$ cat src/hw/rtl/aabb_pair_contact_tracker_macros.svh
// ----------------------------------------------------------------------------
// aabb pair contact tracker assertion macros
// Shared concurrent assertion shorthands, clocked on clk, off during reset.
// ----------------------------------------------------------------------------
`ifndef AABB_PAIR_CONTACT_TRACKER_MACROS_SVH
`define AABB_PAIR_CONTACT_TRACKER_MACROS_SVH

// same-cycle implication
`define APCT_ASSERT_IMP(lbl, ante, cons, msg) \
	lbl: assert property (@(posedge clk) disable iff (!arst_n) (ante) |-> (cons)) \
		else $error(msg);

// next-cycle implication
`define APCT_ASSERT_NXT(lbl, ante, cons, msg) \
	lbl: assert property (@(posedge clk) disable iff (!arst_n) (ante) |=> (cons)) \
		else $error(msg);

`endif

$ cat src/hw/rtl/apct_pkg.sv
// ----------------------------------------------------------------------------
// apct_pkg
// Types and constants of the aabb pair contact tracker.
// ----------------------------------------------------------------------------
package apct_pkg;

	localparam int GP_W        = 6;
	localparam int GRP_W       = 3;
	localparam int SLOT_IN_W   = 10;
	localparam int COORD_W     = 16;
	localparam int SIZE_W      = 15;
	localparam int EV_W        = 3;
	localparam int MASK_W      = 64;
	localparam int GROUP_COUNT = 8;
	localparam int PAIR_SLOTS_DEF = 1024;

	// shared adder width: holds 2*|dx| - (wl+wr) and the slot remainder subtract
	localparam int ALU_W = 18;

	localparam int TDATA_IN_W  = 144;
	localparam int TUSER_IN_W  = 2;
	localparam int TDATA_OUT_W = 8;

	typedef enum logic [EV_W-1:0] {
		EV_NONE  = 3'd0,
		EV_ENTER = 3'd1,
		EV_STAY  = 3'd2,
		EV_EXIT  = 3'd3,
		EV_SKIP  = 3'd4
	} ev_t;

	typedef enum logic [3:0] {
		ST_CLEAR,
		ST_IDLE,
		ST_MOD,
		ST_XDIF,
		ST_XABS,
		ST_XSUM,
		ST_XCMP,
		ST_YDIF,
		ST_YABS,
		ST_YSUM,
		ST_YCMP,
		ST_DECIDE
	} st_t;

endpackage

$ cat src/hw/rtl/aabb_pair_contact_tracker.sv
// ----------------------------------------------------------------------------
// aabb_pair_contact_tracker
// Tracks enter/stay/exit contact of candidate box pairs, one touching bit per slot.
// ----------------------------------------------------------------------------
// Each input word is one candidate pair of boxes (Q11.4 centres and sizes);
// each one yields exactly one output word with the contact event and the
// overlap flag. One 18-bit add/subtract unit does all additions and
// subtractions under a small sequencer, with two multipliers for the slot
// fold: the pair slot is folded into the table range (reciprocal multiply,
// back multiply, subtract), the strict overlap test runs on x then y, the
// decide state updates the touching bit and loads the output register, and
// the idle state takes the next word, so a new word is taken only after the
// previous one is through; the update waits while the previous output word
// is still held. The input is ready again while the previous output word
// still waits. After reset the touching table is cleared one entry per
// cycle before the first word is taken; mask writes are taken at any time.
module aabb_pair_contact_tracker #(
	parameter int PAIR_SLOTS = apct_pkg::PAIR_SLOTS_DEF
) (
	input  logic                             clk,
	input  logic                             arst_n,
	input  logic                             cfg_wr_en,
	input  logic [apct_pkg::MASK_W-1:0]      cfg_wr_data,  // group_pair_mask
	input  logic                             s_axis_tvalid,
	output logic                             s_axis_tready,
	// group_pair, pair_slot, left_x, left_y, left_w, left_h,
	// right_x, right_y, right_w, right_h, zero pad
	input  logic [apct_pkg::TDATA_IN_W-1:0]  s_axis_tdata,
	// same_object, either_dead
	input  logic [apct_pkg::TUSER_IN_W-1:0]  s_axis_tuser,
	output logic                             m_axis_tvalid,
	input  logic                             m_axis_tready,
	// contact_event, overlapping, zero pad
	output logic [apct_pkg::TDATA_OUT_W-1:0] m_axis_tdata
);
	import apct_pkg::*;

	localparam int SLOT_W = (PAIR_SLOTS > 1) ? $clog2(PAIR_SLOTS) : 1;

	// slot / PAIR_SLOTS as (slot * RECIP_M) >> RECIP_SH, exact for 10-bit slots
	localparam int RECIP_SH = 2 * SLOT_IN_W;
	localparam int RECIP_M  = ((1 << RECIP_SH) + PAIR_SLOTS - 1) / PAIR_SLOTS;
	localparam int RECIP_W  = SLOT_IN_W + RECIP_SH;

	// input field views
	logic [GP_W-1:0]      in_gp;
	logic [SLOT_IN_W-1:0] in_slot;
	logic [GRP_W-1:0]     in_row;
	logic [GRP_W-1:0]     in_col;
	logic                 in_enabled;

	// item registers
	logic [SLOT_IN_W-1:0] slot_sh_q;
	logic [3:0]           step_q;
	logic [SLOT_W-1:0]    rem_q;
	logic [COORD_W-1:0]   lx_q, ly_q, rx_q, ry_q;
	logic [SIZE_W-1:0]    lw_q, lh_q, rw_q, rh_q;
	logic                 skip_q;
	logic                 dead_q;
	logic [ALU_W-1:0]     acc_q;
	logic [ALU_W-1:0]     sum_q;
	logic                 ovx_q;
	logic                 ov_q;

	// control
	st_t                  state_q, state_nx;
	logic [SLOT_W-1:0]    clr_q;
	logic [MASK_W-1:0]    mask_q;
	logic                 out_free;
	logic                 accept;

	// shared adder
	logic [ALU_W-1:0]     alu_a, alu_b, alu_y;
	logic                 alu_sub;
	logic                 alu_neg;

	// slot fold products
	logic [RECIP_W-1:0]          recip_prod;
	logic [SLOT_IN_W+SLOT_W:0]   back_prod;

	// touching table
	logic                 tbl [PAIR_SLOTS];
	logic                 tbl_we;
	logic [SLOT_W-1:0]    tbl_addr;
	logic                 tbl_wd;
	logic                 rd_q;

	// output register
	logic                 out_valid_q;
	ev_t                  out_ev_q;
	logic                 out_ov_q;
	ev_t                  ev_nx;

	assign in_gp   = s_axis_tdata[5:0];
	assign in_slot = s_axis_tdata[15:6];
	assign in_row  = in_gp[5:3];
	assign in_col  = in_gp[2:0];

	// reversed or out-of-range group pairs count as disabled
	assign in_enabled = (in_row <= in_col) &&
	                    ({1'b0, in_row} < 4'(GROUP_COUNT)) &&
	                    ({1'b0, in_col} < 4'(GROUP_COUNT)) &&
	                    mask_q[in_gp];

	assign accept   = s_axis_tvalid && s_axis_tready;
	assign out_free = !out_valid_q || m_axis_tready;

	assign alu_y   = alu_a + (alu_sub ? ~alu_b : alu_b) + ALU_W'(alu_sub);
	assign alu_neg = alu_y[ALU_W-1];

	// quotient estimate, then quotient times slot count
	assign recip_prod = slot_sh_q * RECIP_W'(RECIP_M);
	assign back_prod  = acc_q[SLOT_IN_W-1:0] * (SLOT_IN_W+SLOT_W+1)'(PAIR_SLOTS);

	// next state
	always_comb begin
		state_nx = state_q;
		case (state_q)
			ST_CLEAR:  if (clr_q == SLOT_W'(PAIR_SLOTS - 1)) state_nx = ST_IDLE;
			ST_IDLE:   if (s_axis_tvalid) state_nx = ST_MOD;
			ST_MOD:    if (step_q == 4'd0) state_nx = ST_XDIF;
			ST_XDIF:   state_nx = ST_XABS;
			ST_XABS:   state_nx = ST_XSUM;
			ST_XSUM:   state_nx = ST_XCMP;
			ST_XCMP:   state_nx = ST_YDIF;
			ST_YDIF:   state_nx = ST_YABS;
			ST_YABS:   state_nx = ST_YSUM;
			ST_YSUM:   state_nx = ST_YCMP;
			ST_YCMP:   state_nx = ST_DECIDE;
			ST_DECIDE: if (out_free) state_nx = ST_IDLE;
			default:   state_nx = ST_CLEAR;
		endcase
	end

	// outputs of the sequencer
	always_comb begin
		s_axis_tready = 1'b0;
		alu_a         = '0;
		alu_b         = '0;
		alu_sub       = 1'b1;
		tbl_we        = 1'b0;
		tbl_addr      = rem_q;
		tbl_wd        = 1'b0;
		case (state_q)
			ST_CLEAR: begin
				tbl_we   = 1'b1;
				tbl_addr = clr_q;
			end
			ST_IDLE: begin
				s_axis_tready = 1'b1;
			end
			ST_MOD: begin
				// slot minus quotient times slot count
				alu_a = ALU_W'(slot_sh_q);
				alu_b = acc_q;
			end
			ST_XDIF, ST_YDIF: begin
				alu_a = (state_q == ST_XDIF) ? {{(ALU_W-COORD_W){lx_q[COORD_W-1]}}, lx_q}
				                            : {{(ALU_W-COORD_W){ly_q[COORD_W-1]}}, ly_q};
				alu_b = (state_q == ST_XDIF) ? {{(ALU_W-COORD_W){rx_q[COORD_W-1]}}, rx_q}
				                            : {{(ALU_W-COORD_W){ry_q[COORD_W-1]}}, ry_q};
			end
			ST_XABS, ST_YABS: begin
				alu_b = acc_q;
			end
			ST_XSUM, ST_YSUM: begin
				alu_sub = 1'b0;
				alu_a   = (state_q == ST_XSUM) ? ALU_W'(lw_q) : ALU_W'(lh_q);
				alu_b   = (state_q == ST_XSUM) ? ALU_W'(rw_q) : ALU_W'(rh_q);
			end
			ST_XCMP, ST_YCMP: begin
				alu_a = {acc_q[ALU_W-2:0], 1'b0};
				alu_b = sum_q;
			end
			ST_DECIDE: begin
				// new touching bit is overlap without a dead side
				tbl_we = out_free && !skip_q;
				tbl_wd = ov_q && !dead_q;
			end
			default: begin
				s_axis_tready = 1'b0;
			end
		endcase
	end

	// event decode
	always_comb begin
		if (skip_q) begin
			ev_nx = EV_SKIP;
		end else if (ov_q) begin
			if (rd_q) ev_nx = dead_q ? EV_EXIT : EV_STAY;
			else      ev_nx = dead_q ? EV_NONE : EV_ENTER;
		end else begin
			ev_nx = rd_q ? EV_EXIT : EV_NONE;
		end
	end

	// control registers
	always_ff @(posedge clk or negedge arst_n) begin
		if (!arst_n) begin
			state_q     <= ST_CLEAR;
			clr_q       <= '0;
			mask_q      <= '0;
			out_valid_q <= 1'b0;
		end else begin
			state_q <= state_nx;
			if (state_q == ST_CLEAR) clr_q <= clr_q + SLOT_W'(1);
			if (cfg_wr_en) mask_q <= cfg_wr_data;
			if (state_q == ST_DECIDE && out_free) begin
				out_valid_q <= 1'b1;
			end else if (m_axis_tready) begin
				out_valid_q <= 1'b0;
			end
		end
	end

	// datapath registers
	always_ff @(posedge clk) begin
		case (state_q)
			ST_IDLE: begin
				if (accept) begin
					slot_sh_q <= in_slot;
					step_q    <= 4'd2;
					rem_q     <= '0;
					lx_q      <= s_axis_tdata[31:16];
					ly_q      <= s_axis_tdata[47:32];
					lw_q      <= s_axis_tdata[62:48];
					lh_q      <= s_axis_tdata[77:63];
					rx_q      <= s_axis_tdata[93:78];
					ry_q      <= s_axis_tdata[109:94];
					rw_q      <= s_axis_tdata[124:110];
					rh_q      <= s_axis_tdata[139:125];
					skip_q    <= s_axis_tuser[0] || !in_enabled;
					dead_q    <= s_axis_tuser[1];
				end
			end
			ST_MOD: begin
				case (step_q)
					4'd2:    acc_q <= ALU_W'(recip_prod[RECIP_W-1:RECIP_SH]);
					4'd1:    acc_q <= ALU_W'(back_prod[SLOT_IN_W-1:0]);
					default: rem_q <= alu_y[SLOT_W-1:0];
				endcase
				step_q <= step_q - 4'd1;
			end
			ST_XDIF, ST_YDIF: acc_q <= alu_y;
			ST_XABS, ST_YABS: if (acc_q[ALU_W-1]) acc_q <= alu_y;
			ST_XSUM, ST_YSUM: sum_q <= alu_y;
			ST_XCMP: ovx_q <= alu_neg;
			ST_YCMP: ov_q  <= ovx_q && alu_neg;
			ST_DECIDE: begin
				if (out_free) begin
					out_ev_q <= ev_nx;
					out_ov_q <= ov_q;
				end
			end
			default: begin
				acc_q <= acc_q;
			end
		endcase
	end

	// touching table, registered read
	always_ff @(posedge clk) begin
		if (tbl_we) tbl[tbl_addr] <= tbl_wd;
		rd_q <= tbl[rem_q];
	end

	assign m_axis_tvalid = out_valid_q;
	assign m_axis_tdata  = {{(TDATA_OUT_W-EV_W-1){1'b0}}, out_ov_q, out_ev_q};

`include "aabb_pair_contact_tracker_macros.svh"

	`APCT_ASSERT_NXT(a_accept_starts_mod, accept, state_q == ST_MOD, "accept did not start slot fold")
	`APCT_ASSERT_IMP(a_slot_in_range, state_q == ST_DECIDE, rem_q <= SLOT_W'(PAIR_SLOTS - 1), "slot fold out of range")
	`APCT_ASSERT_NXT(a_decide_loads_out, state_q == ST_DECIDE && out_free, out_valid_q && state_q == ST_IDLE, "decide did not load output")
	`APCT_ASSERT_IMP(a_touch_needs_overlap, out_valid_q && (out_ev_q == EV_ENTER || out_ev_q == EV_STAY), out_ov_q, "enter or stay without overlap")

endmodule
$ cat config.mk
export PLATFORM = sky130hd
export DESIGN_NAME = aabb_pair_contact_tracker
export DESIGN_NICKNAME = d
export VERILOG_FILES = /design/src/hw/rtl/apct_pkg.sv /design/src/hw/rtl/aabb_pair_contact_tracker.sv
export VERILOG_INCLUDE_DIRS = /design/src /design/src/hw/rtl
export SDC_FILE = /design/constraint.sdc
export NUM_CORES = 2
export LEC_CHECK = 0
export CORE_AREA = 3 3 311 313
export CTS_BUF_LIST = sky130_fd_sc_hd__clkbuf_4 sky130_fd_sc_hd__clkbuf_8 sky130_fd_sc_hd__clkbuf_16
export DETAILED_ROUTE_END_ITERATION = 8
export DIE_AREA = 0 0 314 316
export DONT_BUFFER_PORTS = 1
export PLACE_DENSITY = 0.83
export SKIP_LAST_GASP = 1
export SYNTH_ARGS = -nofsm -noshare
export SYNTH_HDL_FRONTEND = slang
export SYNTH_SLANG_ARGS = --single-unit
$ cat constraint.sdc
create_clock -name clk -period 22.6 [get_ports clk]
set_input_delay 3.39 -clock clk [delete_from_list [all_inputs] [get_ports clk]]
set_output_delay 3.39 -clock clk [all_outputs]
set_load 0.02 [all_outputs]
==> key figures <==
Global routing
  • Vias in the first global route: 33.6k
  • Largest net degree at the start of global routing: 325
  • GR Overflow Total: 0
  • GRT Total Usage: 0.276
  • Antenna violations before repair: 13
  • Global-route wire length before repair: 203000 um

Critical path
  • WS Path Type: register to register
  • Crit path largest cell delay: approximately 0.84 ns
  • Kind of cell adding the most delay to the critical path: buffers and inverters
  • Data arrival, critical path: between 6 and 7 ns
  • Worst path slowest cell: buf_4
  • Startpoint class of the critical path: register
  • FF-to-FF setup slack: between 15 and 20 ns
  • WP data required: roughly 23 ns
  • Most frequent CP cell: buf_4
  • Crit path max fanout: between 70 and 80
  • Cell Chain, Critical Path: buf_4, buf_4, buf_12, buf_4, mux4_2, mux4_2, o31ai_1, nor3_1, o41ai_1, a221oi_1, or4_1
  • WP buf/inv: 4
  • Crit end category: register

CTS
  • Worst-Skew Late Latency: roughly 0.73 ns
  • Post-CTS Hold Buffers: 0
  • TritonCTS clock tree: built
  • CTS resizes: 0
  • Root Buffer: clkbuf_16
  • Setup Fix Bufs, Post-CTS: 0
  • Clock transition at path regs: 0.06 ns
  • H-Tree Depth: 4
  • Clock tree buffer depth: 3
  • CTS buffer count: 131
  • CTS sink cnt: around 1.3k

Power and ir drop
  • Power Dens Cells: roughly 120 nW/um^2
  • Max VDD drop: roughly 0.12 mV
  • Total power: 7.18 mW
  • Leakage Power: between 15 and 20 nW

Placement
  • Dpl cell area: 57200 sq um
  • Placer congestion estimate: between 0.8 and 0.9
  • PortBufs: 0
  • Post-DP HPWL: roughly 74000 um

STA
  • Slew HR: 0.137
  • Worst-Margin Slew: between 1 and 1.5 ns
  • RSZ-0062 raised after global routing: no
  • Fmax: between 0.15 and 0.2 GHz
  • Worst clock skew: between 0.02 and 0.025 ns
  • Period utilization: 0.268
  • Tmin final: about 6.1 ns
  • Setup TNS Final: 0 ns
  • Final setup viols: 0
  • Final slew viol count: 0
  • Final hold violation count: 0

Detailed routing
  • Iter 0 DRT Violations: approximately 5.4k
  • Routed WL: 137000 um
  • Routed wire per std cell: 27.2 um
  • Vias: between 30k and 40k
  • Vias/cell: 6.63
  • DRT Pass-1 Iters: 7
  • Post-DRT Antenna Nets: 0
  • DRC errors left: 0

Final layout
  • Layout cell share with drive strength beyond 1: 0.175
  • Area grow syn2layout: 8.82%
  • Multi-input logic area: 16500 sq um
  • Fin util: 0.650
  • Cell area after layout: just over 60000 sq um
  • Fillers: 6148
  • Register area: between 30000 and 40000 sq um
  • Total Nets Final: a little under 4k

Min path
  • Worst Hold Class: register to register

Floorplan
  • Die Span X: approximately 310 um
  • Floorplan core area: roughly 95000 sq um
  • Die area: between 90000 and 100000 sq um
  • Starting Density: 0.597
  • Cell row count: around 110
  • I/O pin cnt: ~230
  • DIE HEIGHT: about 320 um

Synth
  • Post-synth EDFFs: roughly 1.2k
  • Post-synthesis sequential area ratio: 0.682
  • Synth Flop Type: edfxtp_1
  • Fraction of registers with async set/reset: 0.0610
  • Count of cell types in the netlist: 74
  • Mapped cell area: about 56000 sq um
  • Mean cell area of the mapped netlist: 14.7 sq um
  • Yosys warnings: 0
  • Synthesized flop and latch total: 1296
  • Cells after Synth: roughly 3.8k

Status
  • Status: finished clean

Job
  • Max cap viols: 0
==> through the flow <==
stage               hold WS, ns  instances  setup WS (ns)
floorplan                 0.418       3833           5.90
global placement          0.483       4824          16.33
detailed placement        0.451       4824          16.25
CTS                       0.482       5049          16.46
global route              0.493       5051          16.21
finish                    0.494       5054          16.55
==> path summary, 6_finish.rpt <==
kind                                        startpoint                     end  cells past startpoint
min in group asynchronous                       arst_n  mask_q[20]$_DFFE_PN0P_                      0
worst max-delay path            rem_q[0]$_SDFFCE_PP0P_            rd_q$_DFF_P_                     11
worst min register to register          ov_q$_DFFE_PP_      out_ov_q$_DFFE_PP_                      0
max in group asynchronous                       arst_n  state_q[2]$_DFFE_PN0P_                      0
worst max register to register  rem_q[0]$_SDFFCE_PP0P_            rd_q$_DFF_P_                     11
worst min-delay path                    ov_q$_DFFE_PP_      out_ov_q$_DFFE_PP_                      0
==> worst reg2reg max path, delay by kind of cell, from the launching register on <==
| kind | cells | cell delay (ns) |
|---|---|---|
| AO/OA/AOI/OAI | 3 | 0.65 |
| flip-flops | 1 | 0.34 |
| buffers and inverters | 4 | 2.86 |
| multiplexers | 2 | 1.09 |
| AND/OR/NAND/NOR | 2 | 0.93 |
==> power breakdown <==
part | switching, mW | total (mW) | internal, mW
sequential | 0.0884 | 2.89 | 2.80
combinational | 1.37 | 2.15 | 0.783
clock | 0.900 | 2.14 | 1.24
total | 2.36 | 7.18 | 4.83
==> layer usage <==
metal  up-vias  global-route usage  part of all wire
li1      13900                   -                 -
met1     16800               0.364              0.34
met2      2394               0.444              0.48
met3       401              0.0730              0.14
met4         2               0.112             0.041
met5         -                   0          0.000095
==> registers in the layout, summed over array words and instances, names as in the netlist, 15 cells and up <==
register / count
rw_q: 15
lh_q: 15
sum_q: 18
lx_q: 16
acc_q: 18
rx_q: 16
ry_q: 16
mask_q: 64
ly_q: 16
rh_q: 15
lw_q: 15
tbl: 1024
==> cell families after synthesis <==
kind of cell / share of synthesized area
mux: 0.147
xor+xnor: 0.00465
flops: 0.682
simple gates: 0.101
buf+inv: 0.0277
other cells: 0.0000664
fa+ha+maj: 0.00567
compound gates: 0.0322
==> cell usage in the layout (no fill, tap or decap), drive strengths merged, types with 44 or more instances in the layout <==
master  instances
o21ai          44
dfrtp          79
edfxtp       1216
mux2           72
nand2         165
nor2         1098
clkinv         49
mux4          301
mux2i          65
buf            53
clkbuf        157
==> cells in the mapped netlist (11+ instances only) <==
library cell,n,area share
a21oi_1,34,0.0030
a221oi_1,24,0.0037
a22oi_1,36,0.0048
buf_1,78,0.0052
buf_2,24,0.0021
buf_4,16,0.0021
clkbuf_1,198,0.013
dfrtp_1,79,0.035
edfxtp_1,1216,0.65
ha_1,24,0.0053
inv_1,35,0.0023
mux2_2,72,0.014
mux2i_1,65,0.012
mux4_1,13,0.0061
mux4_2,288,0.11
nand2_1,165,0.011
nand2b_1,14,0.0016
nand3_1,24,0.0021
nor2_1,1098,0.073
nor2b_1,20,0.0022
nor3_1,36,0.0032
o211ai_1,11,0.0015
o21ai_0,42,0.0037
xnor2_1,21,0.0033
==> area by class of cell <==
class	count	area share
Timing Repair Buffer	53	0.00729
Inverter	38	0.00232
Clock inverter	68	0.0111
Sequential cell	1296	0.627
Tap cell	1265	0.0258
Multi-Input combinational cell	2172	0.269
Clock buffer	157	0.0576
Antenna cell	5	0.000204
Power figures use the tool's default switching activity.
